$ cat config.mk
export PLATFORM = sky130hd
export DESIGN_NAME = etmc_cordic_lane
export DESIGN_NICKNAME = d
export VERILOG_FILES = /design/src/design/euler_trs_matrix_compose_unit_assert.svh /design/src/design/etmc_pkg.sv /design/src/design/etmc_cordic_lane.sv
export SDC_FILE = /design/constraint.sdc
export NUM_CORES = 2
export LEC_CHECK = 0
export ABC_AREA = 0
export BUFFER_PORTS_ARGS = -buffer_cell sky130_fd_sc_hd__clkbuf_2
export CORE_AREA = 2 2 472 474
export DETAILED_ROUTE_END_ITERATION = 12
export DIE_AREA = 0 0 474 476
export GPL_ROUTABILITY_DRIVEN = 1
export PLACE_DENSITY = 0.79
export SYNTH_ARGS = -nofsm -noshare
export SYNTH_HDL_FRONTEND = slang
export SYNTH_SLANG_ARGS = --single-unit
$ cat constraint.sdc
create_clock -name clock -period 14.46 [get_ports clock]
set_input_delay 2.892 -clock clock [delete_from_list [all_inputs] [get_ports clock]]
set_output_delay 2.892 -clock clock [all_outputs]
set_load 0.05 [all_outputs]
$ cat src/design/euler_trs_matrix_compose_unit_assert.svh
// Assertion macros for the matrix compose unit
`ifndef EULER_TRS_MATRIX_COMPOSE_UNIT_ASSERT_SVH
`define EULER_TRS_MATRIX_COMPOSE_UNIT_ASSERT_SVH

// same-cycle implication
`define ETMC_ASSERT_NOW(name, pre, post, msg) \
   name: assert property (@(posedge clock) disable iff (reset) (pre) |-> (post)) \
      else $error(msg);

// next-cycle implication
`define ETMC_ASSERT_NEXT(name, pre, post, msg) \
   name: assert property (@(posedge clock) disable iff (reset) (pre) |=> (post)) \
      else $error(msg);

`endif

$ cat src/design/etmc_pkg.sv
// Types, constants and arithmetic helpers for the matrix compose unit
package etmc_pkg;

   localparam int TRIG_ITERATIONS = 16;
   localparam int LANE_LAT        = TRIG_ITERATIONS + 3;
   localparam int MERGE_LAT       = 4;
   localparam int TOTAL_LAT       = LANE_LAT + MERGE_LAT;

   typedef logic signed [33:0] q30_type;
   typedef logic signed [35:0] ang_type;
   typedef logic signed [31:0] elem_type;
   typedef logic signed [15:0] scl_type;
   typedef elem_type [2:0][2:0] mat_type;

   localparam ang_type  Q30_PI      = 36'sd3373259426;
   localparam ang_type  Q30_TWO_PI  = 36'sd6746518852;
   localparam ang_type  Q30_HALF_PI = 36'sd1686629713;
   localparam q30_type  CORDIC_K    = 34'sd652032874;
   localparam elem_type ONE_Q16     = 32'sd65536;

   typedef struct packed {
      logic signed [31:0] pos_x;
      logic signed [31:0] pos_y;
      logic signed [31:0] pos_z;
      logic signed [15:0] angle_x;
      logic signed [15:0] angle_y;
      logic signed [15:0] angle_z;
      logic signed [15:0] scale_x;
      logic signed [15:0] scale_y;
      logic signed [15:0] scale_z;
   } req_type;

   typedef struct packed {
      logic [1:0]         row_index;
      logic signed [31:0] elem0;
      logic signed [31:0] elem1;
      logic signed [31:0] elem2;
      logic signed [31:0] elem3;
      logic               last_row;
   } rsp_type;

   typedef struct packed {
      q30_type sx;
      q30_type cx;
      q30_type sy;
      q30_type cy;
      q30_type sz;
      q30_type cz;
   } trig_type;

   typedef struct packed {
      scl_type s0;
      scl_type s1;
      scl_type s2;
   } scale_type;

   function automatic ang_type atan_q30(input int idx);
      ang_type r;
      case (idx)
         0:  r = 36'sh03243F6A8;
         1:  r = 36'sh01DAC6705;
         2:  r = 36'sh00FADBAFC;
         3:  r = 36'sh007F56EA6;
         4:  r = 36'sh003FEAB76;
         5:  r = 36'sh001FFD55B;
         6:  r = 36'sh000FFFAAA;
         7:  r = 36'sh0007FFF55;
         8:  r = 36'sh0003FFFEA;
         9:  r = 36'sh0001FFFFD;
         10: r = 36'sh0000FFFFF;
         11: r = 36'sh00007FFFF;
         12: r = 36'sh00003FFFF;
         13: r = 36'sh00001FFFF;
         14: r = 36'sh00000FFFF;
         15: r = 36'sh000007FFF;
         16: r = 36'sh000003FFF;
         17: r = 36'sh000001FFF;
         18: r = 36'sh000000FFF;
         19: r = 36'sh0000007FF;
         20: r = 36'sh0000003FF;
         21: r = 36'sh0000001FF;
         22: r = 36'sh0000000FF;
         23: r = 36'sh00000007F;
         default: r = '0;
      endcase
      return r;
   endfunction

   // Q30 x Q30, round half up
   function automatic q30_type mul30(input q30_type a, input q30_type b);
      logic signed [67:0] p;
      p = 68'(a) * 68'(b) + 68'sd536870912;
      return q30_type'(p >>> 30);
   endfunction

   // Q30 element x Q8.8 scale -> saturated Q16.16
   function automatic elem_type scaled(input q30_type e, input scl_type s);
      logic signed [49:0] p;
      logic signed [49:0] v;
      elem_type r;
      p = 50'(e) * 50'(s) + 50'sd2097152;
      v = p >>> 22;
      if (v > 50'sd2147483647) begin
         r = 32'sh7FFFFFFF;
      end else if (v < -50'sd2147483648) begin
         r = 32'sh80000000;
      end else begin
         r = elem_type'(v);
      end
      return r;
   endfunction

endpackage

$ cat src/design/etmc_cordic_lane.sv
// One sine/cosine lane: range reduction, quadrant fold and pipelined CORDIC
module etmc_cordic_lane (
   input  logic               clock,
   input  logic               en,
   input  logic signed [15:0] angle,
   output etmc_pkg::q30_type  sin_out,
   output etmc_pkg::q30_type  cos_out
);
   import etmc_pkg::*;

   ang_type z0;
   ang_type zr_in;
   ang_type zr_ff;
   ang_type zf_in;
   logic    neg_in;

   q30_type x_ff   [0:TRIG_ITERATIONS];
   q30_type y_ff   [0:TRIG_ITERATIONS];
   ang_type z_ff   [0:TRIG_ITERATIONS];
   logic    neg_ff [0:TRIG_ITERATIONS];
   q30_type sin_ff;
   q30_type cos_ff;

   assign z0 = {{2{angle[15]}}, angle, 18'b0};

   always_comb begin
      if (z0 > Q30_PI) begin
         zr_in = z0 - Q30_TWO_PI;
      end else if (z0 < -Q30_PI) begin
         zr_in = z0 + Q30_TWO_PI;
      end else begin
         zr_in = z0;
      end
   end

   always_comb begin
      neg_in = 1'b0;
      zf_in  = zr_ff;
      if (zr_ff > Q30_HALF_PI) begin
         zf_in  = zr_ff - Q30_PI;
         neg_in = 1'b1;
      end else if (zr_ff < -Q30_HALF_PI) begin
         zf_in  = zr_ff + Q30_PI;
         neg_in = 1'b1;
      end
   end

   always_ff @(posedge clock) begin
      if (en) begin
         zr_ff     <= zr_in;
         x_ff[0]   <= CORDIC_K;
         y_ff[0]   <= '0;
         z_ff[0]   <= zf_in;
         neg_ff[0] <= neg_in;
      end
   end

   for (genvar i = 0; i < TRIG_ITERATIONS; i++) begin : g_step
      always_ff @(posedge clock) begin
         if (en) begin
            neg_ff[i+1] <= neg_ff[i];
            if (z_ff[i] >= 0) begin
               x_ff[i+1] <= x_ff[i] - (y_ff[i] >>> i);
               y_ff[i+1] <= y_ff[i] + (x_ff[i] >>> i);
               z_ff[i+1] <= z_ff[i] - atan_q30(i);
            end else begin
               x_ff[i+1] <= x_ff[i] + (y_ff[i] >>> i);
               y_ff[i+1] <= y_ff[i] - (x_ff[i] >>> i);
               z_ff[i+1] <= z_ff[i] + atan_q30(i);
            end
         end
      end
   end

   always_ff @(posedge clock) begin
      if (en) begin
         sin_ff <= neg_ff[TRIG_ITERATIONS] ? -y_ff[TRIG_ITERATIONS] : y_ff[TRIG_ITERATIONS];
         cos_ff <= neg_ff[TRIG_ITERATIONS] ? -x_ff[TRIG_ITERATIONS] : x_ff[TRIG_ITERATIONS];
      end
   end

   assign sin_out = sin_ff;
   assign cos_out = cos_ff;

endmodule

=== Word-level counts from Yosys, hierarchy flattened ===
Memories as Yosys holds them, arrays and structs flattened.
Cells that the tools add are included.

* Register bits after elaboration: 104
* RAM bits: 1785
* Bits of input ports: 18
* Memories: 4

{| class="wikitable"
|+ Memories
! memory !! words !! width !! rd ports !! clocked after memory_dff !! wr ports !! RTL line !! source
|-
| z_ff || 17 || 36 || 16 || 0 || 17 || etmc_cordic_lane.sv:19 || <nowiki>ang_type z_ff [0:TRIG_ITERATIONS];</nowiki>
|-
| x_ff || 17 || 34 || 17 || 0 || 17 || etmc_cordic_lane.sv:17 || <nowiki>q30_type x_ff [0:TRIG_ITERATIONS];</nowiki>
|-
| y_ff || 17 || 34 || 17 || 0 || 17 || etmc_cordic_lane.sv:18 || <nowiki>q30_type y_ff [0:TRIG_ITERATIONS];</nowiki>
|-
| neg_ff || 17 || 1 || 17 || 0 || 17 || etmc_cordic_lane.sv:20 || <nowiki>logic neg_ff [0:TRIG_ITERATIONS];</nowiki>
|}

* Add/subtract/negate cells: 101
* Magnitude comparators: 20
* Muxes and demuxes: 154
* Bitwise logic cells: 48

{| class="wikitable"
|+ Operator list
! cell !! count
|-
| $mux 34 || 34
|-
| $mux 36 || 20
|-
| $ge 36x1->1 const B || 16
|-
| $mux 1 || 100
|-
| $add 34x19->34 || 2
|-
| $add 34x20->34 || 2
|-
| $add 34x21->34 || 2
|-
| $add 34x22->34 || 2
|-
| $add 34x23->34 || 2
|-
| $add 34x24->34 || 2
|-
| $add 34x25->34 || 2
|-
| $add 34x26->34 || 2
|-
| $add 34x27->34 || 2
|-
| $add 34x28->34 || 2
|-
| $add 34x29->34 || 2
|-
| $add 34x30->34 || 2
|-
| $add 34x31->34 || 2
|-
| $add 34x32->34 || 2
|-
| $add 34x33->34 || 2
|-
| $neg 34->34 || 2
|-
| $sub 34x19->34 || 2
|-
| $sub 34x20->34 || 2
|-
| $sub 34x21->34 || 2
|-
| $sub 34x22->34 || 2
|-
| other kinds (54) || 113
|}

=== Depth between registers and ports, before layout ===
An unclocked memory read counts as a cell.

* Word-level depth: 6
* Gate-level depth with buffers: 22
* Gate-level depth less buffers: 22

=== Least setup slack after synthesis ===
OpenSTA, ideal clock, no wires.

* Kind: input-to-reg
* Start: input en
* End: memory y_ff[10][32] (netlist bit), data pin
* Library setup time: 263 ps
* Data arrival time: 7502 ps
* Required time: 14197 ps
* Path slack: 6695 ps
* Cell stages on the path: 21
* Buffers on the path: 5
* Cell sequence: buf_2 -> clkbuf_1 -> clkbuf_1 -> nand2_1 -> inv_1 -> clkbuf_1 -> clkbuf_1 -> nor2_1 -> xnor2_1 -> ha_1 -> a21o_1 -> a21oi_1 -> o21a_1 -> o21ai_1 -> a31o_2 -> a221o_1 -> a21oi_1 -> nor2b_1 -> o21a_1 -> a311oi_1 -> xnor2_1

{| class="wikitable"
|+ RTL lines
! item !! RTL line !! source
|-
| start: declaration || etmc_cordic_lane.sv:4 || <nowiki>input logic en,</nowiki>
|-
| end: declaration || etmc_cordic_lane.sv:18 ||
|}

==> results.ini <==
[status]
status=finished clean

[sta]
tns_ns=0
drv_slew=0
finClkSkew_ns=0.0568
min_period_over_period_pct=58.4
hold_slack_ns=0.417
period_needed_ns=8.45
hold_viol_final=0
fmax_ghz=0.118
grt_setup_unrepaired=false
worst_slew_pin_slew_ns=1.20
slew_headroom_pct=19.5
setup_viol=0

[routing]
wl_met2_um=144000
drtIter0Drc=8454
num_vias=102282
top_layer=met4
routed_wl_um=307000
wl_met1_um=136000
drtAntennaViolNets=0
drc=0
routed_via_density=6.12
dr_wl_met3_um=17600
routedWlPerCell_um=18.4
drtPass1Iterations=6

[synth]
synth_cell_types=96
netlist_instances=13522
synth_sequential_area_ratio_pct=36.9
synth_common_cells=edfxtp_1, xnor2_1, ha_1
synth_fp_nets=14963
ys_ff_latch=1620
synthArstFlopShare_pct=0
synth_top_area_share_pct=36.9
synth_area_um2=132000
yosysWarnings=0
synth.area.top_cells=edfxtp_1, ha_1, xnor2_1
synth-main-ff-cell=edfxtp_1
synth_edf_count=1620
synth_most_common_cell=edfxtp_1
avgSynthCellArea_um2=9.75
yosys.area.top_type=edfxtp_1

[global_routing]
grt_max_degree=190
grt_pass1_vias=95318
grt_pass1_wl_um=496000
grt-ovfl-total=0
grt_usage_pct=26.6
antenna_found_initial=1

[worst_setup_path]
critPathLaunchType=input pin
max_stage_delay_ns=0.88
crit_type=in2reg
crit_start=en
crit_required_ns=15.06
cpMaxStageDelayCell=a2111oi_0
reg2reg_from=z_ff[6][35]$_DFFE_PP_
cpMostUsedCell=buf_4
crit_path_end_kind=flip-flop
cp.arrival_ns=9.06
cp_max_fo=136
worstPathCellList=buf_12 > buf_12 > buf_4 > nand2_1 > buf_4 > inv_1 > buf_4 > nor2_1 > xor2_1 > ha_1 > a21oi_1 > o21bai_1 > a2111oi_0 > o31a_1 > o2111a_1 > o31ai_1 > and2_1 > o41a_1 > a21o_1 > a21oi_1 > xnor2_1

[die]
io-pin-count=86
rows=173
initial_core_util_pct=59.6
die_height_um=476
coreArea_um2=221000
dieArea_um2=226000
die_w_um=474

[hold_path]
hold_start=neg_ff[7]$_DFFE_PP_
worstHoldPathType=reg2reg

[cts]
cts_resized=0
clock_latency_ns=0.87
clockBufferDepth=3
ctsHoldBuffers=0
cts_setup_buffers=0
cts_tree=yes
h-tree-depth=4
cts.sinks=1620
clk_pin_slew_ns=0.06
root_buffer=clkbuf_16
cts_buffers=181

[place]
place.gp.congestion=0.963
dp_hpwl_um=236000
io_buffers=85
place_inst=16383

[job]
maxCapViolations=0

[cells_and_area]
drive_gt1_share_pct=4.50
fin_cells=16718
fin_nets=15032
areaGrowthSynthToFinish_pct=7.64

-- registers in the layout, indices dropped and copies added (netlist names) --
| register | cells |
|---|---|
| cos_out | 34 |
| zr_ff | 20 |
| z_ff | 521 |
| neg_ff | 16 |
| y_ff | 511 |
| x_ff | 484 |
| sin_out | 34 |
-- layer usage --
metal,global-route usage [%],vias up
met3,3.07,542
li1,-,50617
met1,35.9,48127
met4,8.81,0
met5,0,-
met2,44.8,2996
-- per-stage QoR --
| step | util (%) | area, um2 | setup slack, ns |
|---|---|---|---|
| final | 64.2 | 142000 | 6.01 |
| after global routing | 64.2 | 142000 | 5.51 |
| after CTS | 64.2 | 142000 | 6.11 |
| after detailed placement | 61.3 | 135000 | 5.19 |
| after global placement | 61.3 | 135000 | 5.28 |
| after floorplan | - | 132000 | 6.70 |
-- layout make-up --
type | count | area [um2]
multi-input cells | 11141 | 80300
fillers | 17564 | 79100
flip-flops and latches | 1620 | 48600
clock buffers | 211 | 4710
well taps | 2975 | 3720
inverters | 503 | 1890
clock inverters | 123 | 1670
repair buffers | 144 | 933
diodes | 1 | 2.50
-- critical path: cells and delay by family --
kind	cells	cell delay, ns
AOI/OAI and AO/OA	9	2.53
buffers and inverters	6	2.35
and+or+nand+nor	3	0.41
adders and majority gates	1	0.32
xor gates and xnor gates	2	0.24
-- placed cells by master, fill, tap and decap left out, types with 46 or more instances in the layout --
| cell | synthesis | layout |
|---|---|---|
| o41ai_1 | 58 | 58 |
| or4_1 | 53 | 53 |
| a21oi_1 | 1310 | 1310 |
| a211oi_1 | 125 | 125 |
| ha_1 | 1386 | 1386 |
| xor2_1 | 637 | 637 |
| o21a_1 | 223 | 223 |
| clkbuf_2 | 0 | 84 |
| or3_1 | 125 | 125 |
| nor3_1 | 333 | 333 |
| o21bai_1 | 149 | 149 |
| or2_2 | 61 | 61 |
| nand4_1 | 81 | 81 |
| o211ai_1 | 68 | 68 |
| nor2_1 | 1017 | 1017 |
| mux2i_1 | 64 | 64 |
| and3_1 | 142 | 142 |
| o31ai_1 | 152 | 152 |
| edfxtp_1 | 1620 | 1620 |
| clkbuf_16 | 0 | 184 |
| nand3_1 | 221 | 221 |
| a31oi_1 | 114 | 114 |
| o21ai_0 | 731 | 731 |
| nand2_1 | 742 | 738 |
| mux2_2 | 46 | 46 |
| xnor2_1 | 1401 | 1401 |
| nand2b_1 | 229 | 229 |
| and2_1 | 88 | 84 |
| a21o_1 | 630 | 630 |
| buf_4 | 1 | 55 |
| nor2b_1 | 169 | 169 |
| nor4_1 | 89 | 89 |
| inv_1 | 495 | 492 |
-- cells by family (layout without fill, tap and decap cells) --
family,count (synthesis),in the layout,share of synthesized area (%)
mux,110,110,0.879
other cells,0,1,0
simple gates,3497,3497,13.0
flops,1620,1620,36.9
fa+ha+maj,1429,1429,13.8
buf+inv,761,981,2.17
compound gates,4067,4067,19.7
xor+xnor,2038,2038,13.5
-- path summary, 6_finish.rpt --
path / endpoint / slack [ns] / depth (start not counted)
hold / removal: neg_ff[8]$_DFFE_PP_ / 0.42 / 0
setup reg to reg: x_ff[7][33]$_DFFE_PP_ / 8.43 / 17
hold reg to reg: neg_ff[8]$_DFFE_PP_ / 0.42 / 0
setup / recovery: x_ff[9][32]$_DFFE_PP_ / 6.01 / 21
Power is not shown: default switching activity piles up to over one toggle a cycle in this logic, so the estimate is an artifact.
